**src/hw/rtl/qkv_pkg.sv**
```systemverilog
`timescale 1ns / 1ps
// ----------------------------------------------------------------------------
// qkv_pkg
// Types, codes and character helpers shared by the line tokenizer modules.
// ----------------------------------------------------------------------------
package qkv_pkg;

  localparam int unsigned UnitW  = 16;
  localparam int unsigned CountW = 16;
  localparam int unsigned MarkLen = 9;

  localparam logic [UnitW-1:0]  UnitQuote  = 16'h0022;
  localparam logic [UnitW-1:0]  UnitSlash  = 16'h002F;
  localparam logic [UnitW-1:0]  UnitLBrace = 16'h007B;
  localparam logic [UnitW-1:0]  UnitRBrace = 16'h007D;
  localparam logic [UnitW-1:0]  UnitNul    = 16'h0000;
  localparam logic [CountW-1:0] CountMax   = 16'hFFFF;
  localparam logic [CountW-1:0] MaxLenRst  = 16'd4095;

  typedef enum logic [4:0] {
    PH_LEAD  = 5'b00001,
    PH_KEY   = 5'b00010,
    PH_VLEAD = 5'b00100,
    PH_VALUE = 5'b01000,
    PH_DONE  = 5'b10000
  } phase_e;

  typedef enum logic [1:0] {
    ST_CAPTION   = 2'd0,
    ST_SKIPPED   = 2'd1,
    ST_EMPTY_KEY = 2'd2,
    ST_TOO_LONG  = 2'd3
  } status_e;

  typedef enum logic [1:0] {
    KIND_KEY    = 2'd0,
    KIND_VALUE  = 2'd1,
    KIND_STATUS = 2'd2
  } kind_e;

  // registered request held between the input stage and the parser
  typedef struct packed {
    logic             valid;
    logic [UnitW-1:0] unit;
    logic             line_end;
  } item_t;

  function automatic logic is_space(logic [UnitW-1:0] u);
    return u inside {[16'h0009:16'h000D], [16'h001C:16'h0020], 16'h0085, 16'h00A0,
                     16'h1680, [16'h2000:16'h200A], 16'h2028, 16'h2029,
                     16'h202F, 16'h205F, 16'h3000};
  endfunction

  function automatic logic [UnitW-1:0] to_lower(logic [UnitW-1:0] u);
    return (u inside {[16'h0041:16'h005A]}) ? u + 16'h0020 : u;
  endfunction

  // "[english]" skip marker, one unit per position
  function automatic logic [UnitW-1:0] mark_unit(logic [3:0] idx);
    logic [UnitW-1:0] m;
    case (idx)
      4'd0:    m = 16'h005B;
      4'd1:    m = 16'h0065;
      4'd2:    m = 16'h006E;
      4'd3:    m = 16'h0067;
      4'd4:    m = 16'h006C;
      4'd5:    m = 16'h0069;
      4'd6:    m = 16'h0073;
      4'd7:    m = 16'h0068;
      4'd8:    m = 16'h005D;
      default: m = 16'h0000;
    endcase
    return m;
  endfunction

endpackage

```
**src/hw/rtl/qkv_in_if.sv**
```systemverilog
`timescale 1ns / 1ps
// ----------------------------------------------------------------------------
// qkv_in_if
// Input channel: one code unit of a line, or the line terminator.
// ----------------------------------------------------------------------------
interface qkv_in_if;
  logic        valid;
  logic        ready;
  logic [15:0] in_unit;
  logic        line_end;

  modport source (output valid, output in_unit, output line_end, input ready);
  modport sink   (input valid, input in_unit, input line_end, output ready);
endinterface

```
**src/hw/rtl/qkv_out_if.sv**
```systemverilog
`timescale 1ns / 1ps
// ----------------------------------------------------------------------------
// qkv_out_if
// Result channel: key unit, value unit or line status.
// ----------------------------------------------------------------------------
interface qkv_out_if;
  logic        valid;
  logic        ready;
  logic [15:0] out_unit;
  logic [1:0]  item_kind;
  logic [1:0]  line_status;
  logic [15:0] key_length;
  logic [15:0] value_length;

  modport source (output valid, output out_unit, output item_kind, output line_status,
                  output key_length, output value_length, input ready);
  modport sink   (input valid, input out_unit, input item_kind, input line_status,
                  input key_length, input value_length, output ready);
endinterface

```
**src/hw/rtl/quoted_key_value_line_tokenizer.sv**
```systemverilog
`timescale 1ns / 1ps
// Path: an accepted request is held in the input register, and its result is
//   captured in the result register once that register is empty or being drained.
// Throughput: one request per cycle; the input register takes a new request
//   whenever the result register is empty or being drained.
// Reset (rst_ni, asynchronous, active low): line state back to leading whitespace,
//   counters cleared, result register empty, max_value_length back to 4095.
// ----------------------------------------------------------------------------
// quoted_key_value_line_tokenizer
// Splits a UTF-16 line into a key and value, each optionally quoted, and reports a line status.
// ----------------------------------------------------------------------------
module quoted_key_value_line_tokenizer (
  input  logic        clk_i,
  input  logic        rst_ni,
  qkv_in_if.sink      in_i,
  qkv_out_if.source   out_o,
  input  logic        cfg_we_i,
  input  logic [15:0] cfg_wdata_i
);
  import qkv_pkg::*;

  logic [CountW-1:0] max_len_q;
  item_t             item;
  logic              advance;

  always_ff @(posedge clk_i or negedge rst_ni) begin
    if (!rst_ni) begin
      max_len_q <= MaxLenRst;
    end else if (cfg_we_i) begin
      max_len_q <= cfg_wdata_i;
    end
  end

  qkv_in_stage u_in_stage (
    .clk_i     (clk_i),
    .rst_ni    (rst_ni),
    .in_i      (in_i),
    .advance_i (advance),
    .item_o    (item)
  );

  qkv_parse u_parse (
    .clk_i     (clk_i),
    .rst_ni    (rst_ni),
    .item_i    (item),
    .max_len_i (max_len_q),
    .advance_o (advance),
    .out_o     (out_o)
  );

  a_empty_key_len : assert property (@(posedge clk_i) disable iff (!rst_ni)
    (out_o.valid && out_o.item_kind == KIND_STATUS && out_o.line_status == ST_EMPTY_KEY)
      |-> (out_o.key_length == '0))
    else $error("empty key status with non-zero key length");

  a_too_long : assert property (@(posedge clk_i) disable iff (!rst_ni)
    (out_o.valid && out_o.item_kind == KIND_STATUS && out_o.line_status == ST_TOO_LONG)
      |-> (out_o.value_length > max_len_q))
    else $error("too-long status on a value within the limit");

  a_unit_fields : assert property (@(posedge clk_i) disable iff (!rst_ni)
    (out_o.valid && (out_o.item_kind == KIND_KEY || out_o.item_kind == KIND_VALUE))
      |-> (out_o.line_status == ST_CAPTION && out_o.key_length == '0 &&
           out_o.value_length == '0))
    else $error("status fields set on a key or value unit");

  a_advance_free : assert property (@(posedge clk_i) disable iff (!rst_ni)
    advance |-> (item.valid && (!out_o.valid || out_o.ready)))
    else $error("parser advanced with result register blocked");
endmodule

```
**src/hw/rtl/qkv_in_stage.sv**
```systemverilog
`timescale 1ns / 1ps
// ----------------------------------------------------------------------------
// qkv_in_stage
// Input register: captures one request and holds it until the parser takes it.
// ----------------------------------------------------------------------------
module qkv_in_stage (
  input  logic          clk_i,
  input  logic          rst_ni,
  qkv_in_if.sink        in_i,
  input  logic          advance_i,
  output qkv_pkg::item_t item_o
);
  import qkv_pkg::*;

  logic             valid_q, valid_d;
  logic [UnitW-1:0] unit_q;
  logic             end_q;
  logic             take;

  assign in_i.ready = !valid_q || advance_i;
  assign take       = in_i.valid && in_i.ready;

  always_comb begin
    valid_d = valid_q;
    if (take) begin
      valid_d = 1'b1;
    end else if (advance_i) begin
      valid_d = 1'b0;
    end
  end

  always_ff @(posedge clk_i or negedge rst_ni) begin
    if (!rst_ni) begin
      valid_q <= 1'b0;
    end else begin
      valid_q <= valid_d;
    end
  end

  always_ff @(posedge clk_i) begin
    if (take) begin
      unit_q <= in_i.in_unit;
      end_q  <= in_i.line_end;
    end
  end

  assign item_o = '{valid: valid_q, unit: unit_q, line_end: end_q};
endmodule

```
**src/hw/rtl/qkv_parse.sv**
```systemverilog
`timescale 1ns / 1ps
// ----------------------------------------------------------------------------
// qkv_parse
// Line phase machine, key/value counters and the result register.
// ----------------------------------------------------------------------------
module qkv_parse (
  input  logic                  clk_i,
  input  logic                  rst_ni,
  input  qkv_pkg::item_t        item_i,
  input  logic [15:0]           max_len_i,
  output logic                  advance_o,
  qkv_out_if.source             out_o
);
  import qkv_pkg::*;

  phase_e            phase_q, phase_d;
  logic [CountW-1:0] key_cnt_q, key_cnt_d;
  logic [CountW-1:0] val_cnt_q, val_cnt_d;
  logic              prefix_q, prefix_d;
  status_e           pend_q, pend_d;

  logic              ovalid_q, ovalid_d;
  logic [UnitW-1:0]  ounit_q, ounit_d;
  kind_e             okind_q, okind_d;
  status_e           ostat_q, ostat_d;
  logic [CountW-1:0] oklen_q, oklen_d;
  logic [CountW-1:0] ovlen_q, ovlen_d;

  logic              out_free;
  logic [UnitW-1:0]  u, low;
  logic              u_space, u_quote;
  status_e           val_status, term_status;

  assign out_free  = !ovalid_q || out_o.ready;
  assign advance_o = item_i.valid && out_free;

  assign u       = item_i.unit;
  assign low     = to_lower(u);
  assign u_space = is_space(u);
  assign u_quote = (u == UnitQuote);

  always_comb begin
    if (val_cnt_q == '0) begin
      val_status = ST_SKIPPED;
    end else if (val_cnt_q > max_len_i) begin
      val_status = ST_TOO_LONG;
    end else begin
      val_status = ST_CAPTION;
    end
  end

  // status settled when the line content ends in the current phase
  always_comb begin
    case (phase_q)
      PH_LEAD:  term_status = ST_SKIPPED;
      PH_KEY:   term_status = (key_cnt_q == '0) ? ST_EMPTY_KEY : ST_SKIPPED;
      PH_VLEAD: term_status = ST_SKIPPED;
      PH_VALUE: term_status = val_status;
      default:  term_status = pend_q;
    endcase
  end

  always_comb begin
    phase_d   = phase_q;
    key_cnt_d = key_cnt_q;
    val_cnt_d = val_cnt_q;
    prefix_d  = prefix_q;
    pend_d    = pend_q;
    ovalid_d  = ovalid_q && !out_o.ready;
    ounit_d   = ounit_q;
    okind_d   = okind_q;
    ostat_d   = ostat_q;
    oklen_d   = oklen_q;
    ovlen_d   = ovlen_q;

    if (advance_o) begin
      if (item_i.line_end) begin
        ovalid_d  = 1'b1;
        ounit_d   = '0;
        okind_d   = KIND_STATUS;
        ostat_d   = term_status;
        oklen_d   = key_cnt_q;
        ovlen_d   = val_cnt_q;
        phase_d   = PH_LEAD;
        key_cnt_d = '0;
        val_cnt_d = '0;
        prefix_d  = 1'b1;
        pend_d    = ST_CAPTION;
      end else if (u == UnitNul) begin
        pend_d  = term_status;
        phase_d = PH_DONE;
      end else begin
        case (phase_q)
          PH_LEAD: begin
            if (!u_space) begin
              if (u == UnitSlash || u == UnitLBrace || u == UnitRBrace) begin
                pend_d  = ST_SKIPPED;
                phase_d = PH_DONE;
              end else begin
                phase_d = PH_KEY;
                if (!u_quote) begin
                  ovalid_d = 1'b1;
                  okind_d  = KIND_KEY;
                end
              end
            end
          end
          PH_KEY: begin
            if (u_quote || u_space) begin
              if (key_cnt_q == '0) begin
                pend_d  = ST_EMPTY_KEY;
                phase_d = PH_DONE;
              end else if (key_cnt_q >= CountW'(MarkLen) && prefix_q) begin
                pend_d  = ST_SKIPPED;
                phase_d = PH_DONE;
              end else begin
                phase_d = PH_VLEAD;
              end
            end else begin
              ovalid_d = 1'b1;
              okind_d  = KIND_KEY;
            end
          end
          PH_VLEAD: begin
            if (!u_space) begin
              phase_d = PH_VALUE;
              if (!u_quote) begin
                ovalid_d = 1'b1;
                okind_d  = KIND_VALUE;
              end
            end
          end
          PH_VALUE: begin
            if (u_quote) begin
              pend_d  = val_status;
              phase_d = PH_DONE;
            end else begin
              ovalid_d = 1'b1;
              okind_d  = KIND_VALUE;
            end
          end
          default: ;
        endcase

        // key or value unit goes out; bump the matching counter
        if (ovalid_d && (!ovalid_q || out_o.ready)) begin
          ostat_d = ST_CAPTION;
          oklen_d = '0;
          ovlen_d = '0;
          if (okind_d == KIND_KEY) begin
            ounit_d = low;
            if (key_cnt_q < CountW'(MarkLen) && low != mark_unit(key_cnt_q[3:0])) begin
              prefix_d = 1'b0;
            end
            if (key_cnt_q != CountMax) begin
              key_cnt_d = key_cnt_q + 1'b1;
            end
          end else begin
            ounit_d = u;
            if (val_cnt_q != CountMax) begin
              val_cnt_d = val_cnt_q + 1'b1;
            end
          end
        end
      end
    end
  end

  always_ff @(posedge clk_i or negedge rst_ni) begin
    if (!rst_ni) begin
      phase_q   <= PH_LEAD;
      key_cnt_q <= '0;
      val_cnt_q <= '0;
      prefix_q  <= 1'b1;
      pend_q    <= ST_CAPTION;
      ovalid_q  <= 1'b0;
    end else begin
      phase_q   <= phase_d;
      key_cnt_q <= key_cnt_d;
      val_cnt_q <= val_cnt_d;
      prefix_q  <= prefix_d;
      pend_q    <= pend_d;
      ovalid_q  <= ovalid_d;
    end
  end

  always_ff @(posedge clk_i) begin
    ounit_q <= ounit_d;
    okind_q <= okind_d;
    ostat_q <= ostat_d;
    oklen_q <= oklen_d;
    ovlen_q <= ovlen_d;
  end

  assign out_o.valid        = ovalid_q;
  assign out_o.out_unit     = ounit_q;
  assign out_o.item_kind    = okind_q;
  assign out_o.line_status  = ostat_q;
  assign out_o.key_length   = oklen_q;
  assign out_o.value_length = ovlen_q;
endmodule
```
**src/flat_wrapper.sv**
```systemverilog
// flat-port wrapper written by rule: the top's interface ports become plain ports
module quoted_key_value_line_tokenizer_flat import qkv_pkg::*;
  (clk_i, rst_ni, cfg_we_i, cfg_wdata_i, in_i_valid, in_i_in_unit, in_i_line_end, in_i_ready, out_o_valid, out_o_out_unit, out_o_item_kind, out_o_line_status, out_o_key_length, out_o_value_length, out_o_ready);
  qkv_in_if in_i_i ();
  qkv_out_if out_o_i ();
  input  logic clk_i;
  input  logic rst_ni;
  input  logic cfg_we_i;
  input  logic [15:0] cfg_wdata_i;
  input wire logic [$bits(in_i_i.valid)-1:0] in_i_valid;
  input wire logic [$bits(in_i_i.in_unit)-1:0] in_i_in_unit;
  input wire logic [$bits(in_i_i.line_end)-1:0] in_i_line_end;
  output wire logic [$bits(in_i_i.ready)-1:0] in_i_ready;
  output wire logic [$bits(out_o_i.valid)-1:0] out_o_valid;
  output wire logic [$bits(out_o_i.out_unit)-1:0] out_o_out_unit;
  output wire logic [$bits(out_o_i.item_kind)-1:0] out_o_item_kind;
  output wire logic [$bits(out_o_i.line_status)-1:0] out_o_line_status;
  output wire logic [$bits(out_o_i.key_length)-1:0] out_o_key_length;
  output wire logic [$bits(out_o_i.value_length)-1:0] out_o_value_length;
  input wire logic [$bits(out_o_i.ready)-1:0] out_o_ready;
  assign in_i_i.valid = in_i_valid;
  assign in_i_i.in_unit = in_i_in_unit;
  assign in_i_i.line_end = in_i_line_end;
  assign in_i_ready = in_i_i.ready;
  assign out_o_valid = out_o_i.valid;
  assign out_o_out_unit = out_o_i.out_unit;
  assign out_o_item_kind = out_o_i.item_kind;
  assign out_o_line_status = out_o_i.line_status;
  assign out_o_key_length = out_o_i.key_length;
  assign out_o_value_length = out_o_i.value_length;
  assign out_o_i.ready = out_o_ready;
  quoted_key_value_line_tokenizer u_core (.clk_i(clk_i), .rst_ni(rst_ni), .in_i(in_i_i), .out_o(out_o_i), .cfg_we_i(cfg_we_i), .cfg_wdata_i(cfg_wdata_i));
endmodule
```
**config.mk**
```make
export PLATFORM = sky130hd
export DESIGN_NAME = quoted_key_value_line_tokenizer_flat
export DESIGN_NICKNAME = d
export VERILOG_FILES = /design/src/hw/rtl/qkv_pkg.sv /design/src/hw/rtl/qkv_in_if.sv /design/src/hw/rtl/qkv_out_if.sv /design/src/hw/rtl/quoted_key_value_line_tokenizer.sv /design/src/hw/rtl/qkv_in_stage.sv /design/src/hw/rtl/qkv_parse.sv /design/src/flat_wrapper.sv
export SDC_FILE = /design/constraint.sdc
export NUM_CORES = 1
export LEC_CHECK = 0
export ABC_AREA = 1
export CORE_ASPECT_RATIO = 2
export CORE_MARGIN = 4
export CORE_UTILIZATION = 40
export CTS_BUF_LIST = sky130_fd_sc_hd__clkbuf_16
export DETAILED_ROUTE_END_ITERATION = 8
export DONT_BUFFER_PORTS = 1
export GPL_ROUTABILITY_DRIVEN = 0
export GPL_TIMING_DRIVEN = 0
export PLACE_DENSITY = 0.65
export SLEW_MARGIN = 30
export SYNTH_ARGS = -nofsm -noshare
export SYNTH_HDL_FRONTEND = slang
export SYNTH_HIERARCHICAL = 1
export SYNTH_SLANG_ARGS = --single-unit
```
**constraint.sdc**
```tcl
create_clock -name clk_i -period 5.2 [get_ports clk_i]
set_input_delay 0.26 -clock clk_i [delete_from_list [all_inputs] [get_ports clk_i]]
set_output_delay 0.26 -clock clk_i [all_outputs]
set_load 0.03 [all_outputs]
```
# After elaboration in Yosys (flattened, before gate mapping)

Memories as Yosys holds them, arrays and structs flattened.
Index checks and enable logic that the tools add are counted.

Register bits: 127
ROM bits: 112
Memories kept: 1
Input port bits: 38

Memories:

| name             | words | bits a word | read ports | clocked after Yosys merged registers in | write ports | line          | RTL |
|---|---|---|---|---|---|---|---|
| (name not given) | 16    | 7           | 1          | 0                                       | 0           | qkv_pkg.sv:61 | `case (idx)` |

Equality and inequality tests: 27
Magnitude comparators: 11
$add $sub $neg: 3
Reduce and logical (&&, ||, !) cells: 39
Multiplexer cells: 79

Operators with widths:

| kind                    | count |
|---|---|
| $mux W16                | 23 |
| $eq A16 B14 Y1 const B  | 5 |
| $logic_not A16 Y1       | 3 |
| $mux W2                 | 24 |
| $mux W5                 | 9 |
| $add A16 B1 Y16 const B | 2 |
| $eq A16 B6 Y1 const B   | 2 |
| $eq A16 B7 Y1 const B   | 2 |
| $eq A16 B8 Y1 const B   | 2 |
| $ge A16 B4 Y1 const B   | 2 |
| $ne A16 B16 Y1 const B  | 2 |
| $ne A4 B3 Y1 const B    | 5 |
| $pmux W5 S4             | 1 |
| $mux W1                 | 18 |
| $add A16 B6 Y16 const B | 1 |
| $eq A16 B13 Y1 const B  | 1 |
| $ge A16 B14 Y1 const B  | 1 |
| $ge A16 B5 Y1 const B   | 1 |
| $ge A16 B7 Y1 const B   | 1 |
| $gt A16 B16 Y1          | 1 |
| $le A16 B14 Y1 const B  | 1 |
| $le A16 B4 Y1 const B   | 1 |
| $le A16 B6 Y1 const B   | 1 |
| $le A16 B7 Y1 const B   | 1 |
| other kinds (25)        | 49 |

# Longest topological paths before layout

Depth in word-level cells: 22
Gate-level depth with buffers: 20
Gate-level depth less buffers: 18

# Cells and area by module

The synthesis kept the hierarchy.

By module, submodules not included:

| module                          | cells an instance | seq. area each (um^2) | area an instance (um^2) | instances |
|---|---|---|---|---|
| qkv_parse                       | 824               | 2590.0                | 6182.2                  | 1 |
| quoted_key_value_line_tokenizer | 68                | 415.4                 | 659.4                   | 1 |
| qkv_in_stage                    | 25                | 535.5                 | 570.5                   | 1 |

# Worst setup path after synthesis

No wires, ideal clock.

Kind: reg-to-reg
From: register u_core.u_in_stage.unit_q[5]
To: register u_core.u_parse.oklen_q[0] (netlist: u_core/u_parse/out_o.key_length[0]), enable pin
Arrival: 2.449 ns
Data required time: 4.812 ns
Period minus slack after synthesis: 2.836 ns
Buffers on the path: 2
Slack: 2.364 ns
Cell stages (with the launch flop): 12
Cell sequence: edfxtp_1 buf_4 nor3_1 nand3_1 a21oi_2 nand4_1 nand2_1 nand2_1 nand3_1 nand2_2 inv_2 buf_2

Word-level cells in the longest chain between the ends: 12
Elaborated cells on any way between the ends: 39

RTL lines:

| item                                                             | line                              | RTL |
|---|---|---|
| start: declaration                                               | qkv_in_stage.sv:16                | `logic [UnitW-1:0] unit_q;` |
| start signal: assignment                                         | qkv_in_stage.sv:42                | `unit_q <= in_i.in_unit;` |
| $ge A16 B4 Y1, or another cell as far along                      | qkv_pkg.sv:49                     | `return u inside {[16'h0009:16'h000D], [16'h001C:16'h0020], 16'h0085, 16'h00A0,` |
| $logic_and A1 B1 Y1 / $logic_or A1 B1 Y1 (equally long branches) | qkv_pkg.sv:49, qkv_parse.sv:96    |  |
| $reduce_bool A11 Y1 / $logic_or A1 B1 Y1 (equally long branches) | qkv_pkg.sv:49, qkv_parse.sv:96    |  |
| $logic_or A1 B1 Y1 / $mux W1 (equally long branches)             | qkv_parse.sv:109, qkv_parse.sv:96 |  |
| $mux W1 (on tied branches)                                       | qkv_parse.sv:109, qkv_parse.sv:95 |  |
| $pmux W1 S4                                                      | qkv_parse.sv:93                   | `case (phase_q)` |
| $mux W1                                                          | qkv_parse.sv:89                   | `end else if (u == UnitNul) begin` |
| $mux W1                                                          | qkv_parse.sv:77                   | `if (item_i.line_end) begin` |
| $mux W1                                                          | qkv_parse.sv:76                   | `if (advance_o) begin` |
| $logic_and A1 B1 Y1                                              | qkv_parse.sv:146                  | `if (ovalid_d && (!ovalid_q \|\| out_o.ready)) begin` |
| $reduce_bool A2 Y1 (no source line)                              | -                                 |  |
| $reduce_and A3 Y1 (no source line) (*)                           | -                                 |  |
| end signal: assignment                                           | qkv_parse.sv:191                  | `oklen_q <= oklen_d;` |
| end: declaration                                                 | qkv_parse.sv:26                   | `logic [CountW-1:0] oklen_q, oklen_d;` |

Every way passes the cells marked *; elsewhere a longest branch is shown, timed or not. The select of a mux whose other input is x is not followed.
A chain may end at the register's enable or synchronous reset.

# Worst setup path in the final report

From: register u_core.u_in_stage.unit_q[5]
To: register u_core.u_parse.ovlen_q[10] (netlist: u_core/u_parse/out_o.value_length[10]), enable pin

Word-level cells in the longest chain between the ends: 12
Elaborated cells on any way between the ends: 39

RTL lines:

| item                                                             | line                              | RTL |
|---|---|---|
| $ge A16 B4 Y1, or another cell as far along                      | qkv_pkg.sv:49                     |  |
| $logic_and A1 B1 Y1 / $logic_or A1 B1 Y1 (equally long branches) | qkv_pkg.sv:49, qkv_parse.sv:96    |  |
| $reduce_bool A11 Y1 / $logic_or A1 B1 Y1 (equally long branches) | qkv_pkg.sv:49, qkv_parse.sv:96    |  |
| $logic_or A1 B1 Y1 / $mux W1 (equally long branches)             | qkv_parse.sv:109, qkv_parse.sv:96 |  |
| $mux W1 (on tied branches)                                       | qkv_parse.sv:109, qkv_parse.sv:95 |  |
| $pmux W1 S4                                                      | qkv_parse.sv:93                   |  |
| $mux W1                                                          | qkv_parse.sv:89                   |  |
| $mux W1                                                          | qkv_parse.sv:77                   |  |
| $mux W1                                                          | qkv_parse.sv:76                   |  |
| $logic_and A1 B1 Y1                                              | qkv_parse.sv:146                  |  |
| $reduce_bool A2 Y1 (no source line)                              | -                                 |  |
| $reduce_and A3 Y1 (no source line) (*)                           | -                                 |  |
| end signal: assignment                                           | qkv_parse.sv:192                  | `ovlen_q <= ovlen_d;` |
| end: declaration                                                 | qkv_parse.sv:27                   | `logic [CountW-1:0] ovlen_q, ovlen_d;` |

Marks and branches as above.

==> flow_summary.ini <==
[floorplan]
start_util_pct = 40.7
die_h_um = 201
core-area_um2 = 18200
die_x_um = 104
ios = 92
rows = 70
die_area_um2 = 20900

[finish]
drive_gt1_share_pct = 11.3
syn2layout_area_growth_pct = 16.6
n_antenna_cell = 0
final_area_um2 = 8640
nFillCells = 1794
final_common_cell = nand2_1
nNetsFinal = 1038
mostFrequentLayoutCells = nand2_1, inv_1, nor2_1, edfxtp_1, nand3_1

[placement]
post_dp_cell_area_um2 = 7700
detailedPlace.worstSlack_ps = 2020
dp_hpwl_mm = 13.8
port_buffers = 0

[power_and_ir_drop]
vdd_drop_max_mv = 0.220
total_power_mw = 4.11
p_leak_nw = 4.17
cellPowerDensity_nw_per_um2 = 476

[run]
maxCapViolations = 0

[sta]
min_period_ps = 3250
setup-violations-final = 0
finalSetupTns_ps = 0
rsz0062_at_grt = false
skew_ps = 11.9
report.final.slew_viol_count = 0
timing.hold.ws_ps = 61.7
setup_slack_ps = 1950
relSlewSlack_pct = 50.2
post-route-period-util_pct = 62.4
worst_pin_slew_ps = 748
fmax_mhz = 308
hold_viol = 0

[global_routing]
grtUsageTotal_pct = 18.1
grt_max_degree = 60
grt_pass1_wl_mm = 30.1
grt_antenna_before_repair = 0
grt-ovfl-total = 0
first_global_vias = 6170

[clock_tree]
cts.sinks = 127
clk_path_buf_depth = 2
clk_pin_slew_ps = 60
clock_latency_ps = 420
cts_setup_buffers = 0
cts_hold_buf = 36
cts_tree = built
cts_inserted_buffers = 17
cts_resized = 0
root_buffer = clkbuf_16
h-tree-depth = 4

[setup_path]
worst_ep_required_time_ps = 5250
end_kind = flop
cp_max_fo = 59
arrival_ps = 3290
ff2ff_setup_slack_ps = 1950
crit_path_start_kind = flop
crit_type = flop to flop

[detailed_routing]
finalWirelength_mm = 18.6
viasPerCell = 5.12
drc_errors = 0
avgRoutedWirePerCell_um = 15.5
vias = 6160
firstDrtPassIters = 5
drtAntennaViolNets = 0
drt_iter0_markers = 260

[logic_synthesis]
yosys_warnings = 6
ys.flop_type = edfxtp_1
netlist_area_um2 = 7410
async_flop_share_pct = 45.7
yosysSeqAreaShare_pct = 47.8
syn_nets = 982
synth_edf_count = 69
syn_area_per_cell_um2 = 8.08
synthCells = 917
synth_cell_type_count = 41
ys_ff_latch = 127

[status]
outcome = complete, no violations

[min_path]
hp-class = primary input to flop
## metrics by stage
step	std cells	utilization, %
finish	1202	47.4
global route	1202	47.4
CTS	1202	47.4
detailed placement	1134	42.3
global placement	1133	42.2
floorplan	917	-
## per-layer routing
| layer | GRT usage, % | part of all wire, % |
|---|---|---|
| met5 | 0 | 0 |
| met4 | 9.65 | 3.6 |
| met3 | 2.93 | 3.3 |
| met2 | 36.0 | 58 |
| met1 | 17.1 | 35 |
## cell type report
type,instances,area (um^2),area share [%]
sequential,127,3540,41.0
multi-input combinational,622,3150,36.5
inverter,135,512,5.92
clock buffer,20,500,5.79
timing repair buffer,37,389,4.50
tap,216,270,3.13
buffer,33,215,2.49
clock inverter,12,62.6,0.724
## cells in the mapped netlist (14+ instances only)
cell      instances  area share (%)
a21oi_1          33             2.2
dfrtp_1          44              15
dfstp_2          14             5.0
edfxtp_1         69              28
ha_1             27             4.6
inv_1           126             6.4
nand2_1         259              13
nand3_1          60             4.1
nand4_1          34             2.9
nor2_1          103             5.2
nor3_1           15             1.0
o21ai_0          24             1.6
## flip-flops by register name, summed over array words and instances (netlist names), 5 cells and up
name,cells
u_core/max_len_q,16
u_core/u_parse/out_o.out_unit,16
u_core/u_parse/out_o.value_length,16
u_core/u_parse/key_cnt_q,16
u_core/u_parse/out_o.key_length,16
u_core/u_in_stage/unit_q,16
u_core/u_parse/val_cnt_q,16
u_core/u_parse/phase_q,5
## path summary, 6_finish.rpt
kind	start	end	depth (start not counted)
worst max-delay path	u_core/u_in_stage/unit_q[5]$_DFFE_PP_	u_core/u_parse/out_o.value_length[10]$_SDFFCE_PN0P_	15
worst min-delay path	cfg_we_i	u_core/max_len_q[1]$_DFFE_PN1P_	3
worst max register to register	u_core/u_in_stage/unit_q[5]$_DFFE_PP_	u_core/u_parse/out_o.value_length[10]$_SDFFCE_PN0P_	15
worst min register to register	u_core/max_len_q[1]$_DFFE_PN1P_	u_core/max_len_q[1]$_DFFE_PN1P_	2
max in group asynchronous	rst_ni	u_core/u_parse/phase_q[0]$_DFFE_PN1P_	2
min in group asynchronous	rst_ni	u_core/u_parse/key_cnt_q[5]$_DFFE_PN0P_	2
## power breakdown
group	switching, mW	internal, mW
Combinational	0.821	0.349
Clock	0.432	0.684
Sequential	0.444	1.38
## cells by family (layout without fill, tap and decap cells)
kind of cell,after synthesis,after routing,synth area share (%)
XOR/XNOR,9,9,1.06
AND/OR/NAND/NOR,515,515,31.5
AO/OA/AOI/OAI,71,71,5.32
flip-flops,127,127,47.8
adder cells (fa/ha/maj),27,27,4.56
buffers and inverters,168,237,9.77
## critical path: stages (launching register included)
cell	delay, ps
edfxtp_1	460
buf_4	210
inv_1	160
nor2_1	60
nand2_1	110
inv_1	90
nand3_1	90
nand3_1	90
nor2_2	200
nand4_1	180
nand2_1	90
nand2_1	50
nand3_1	100
nand2_2	150
inv_2	170
buf_4	630
(Power assumes the default switching activity.)
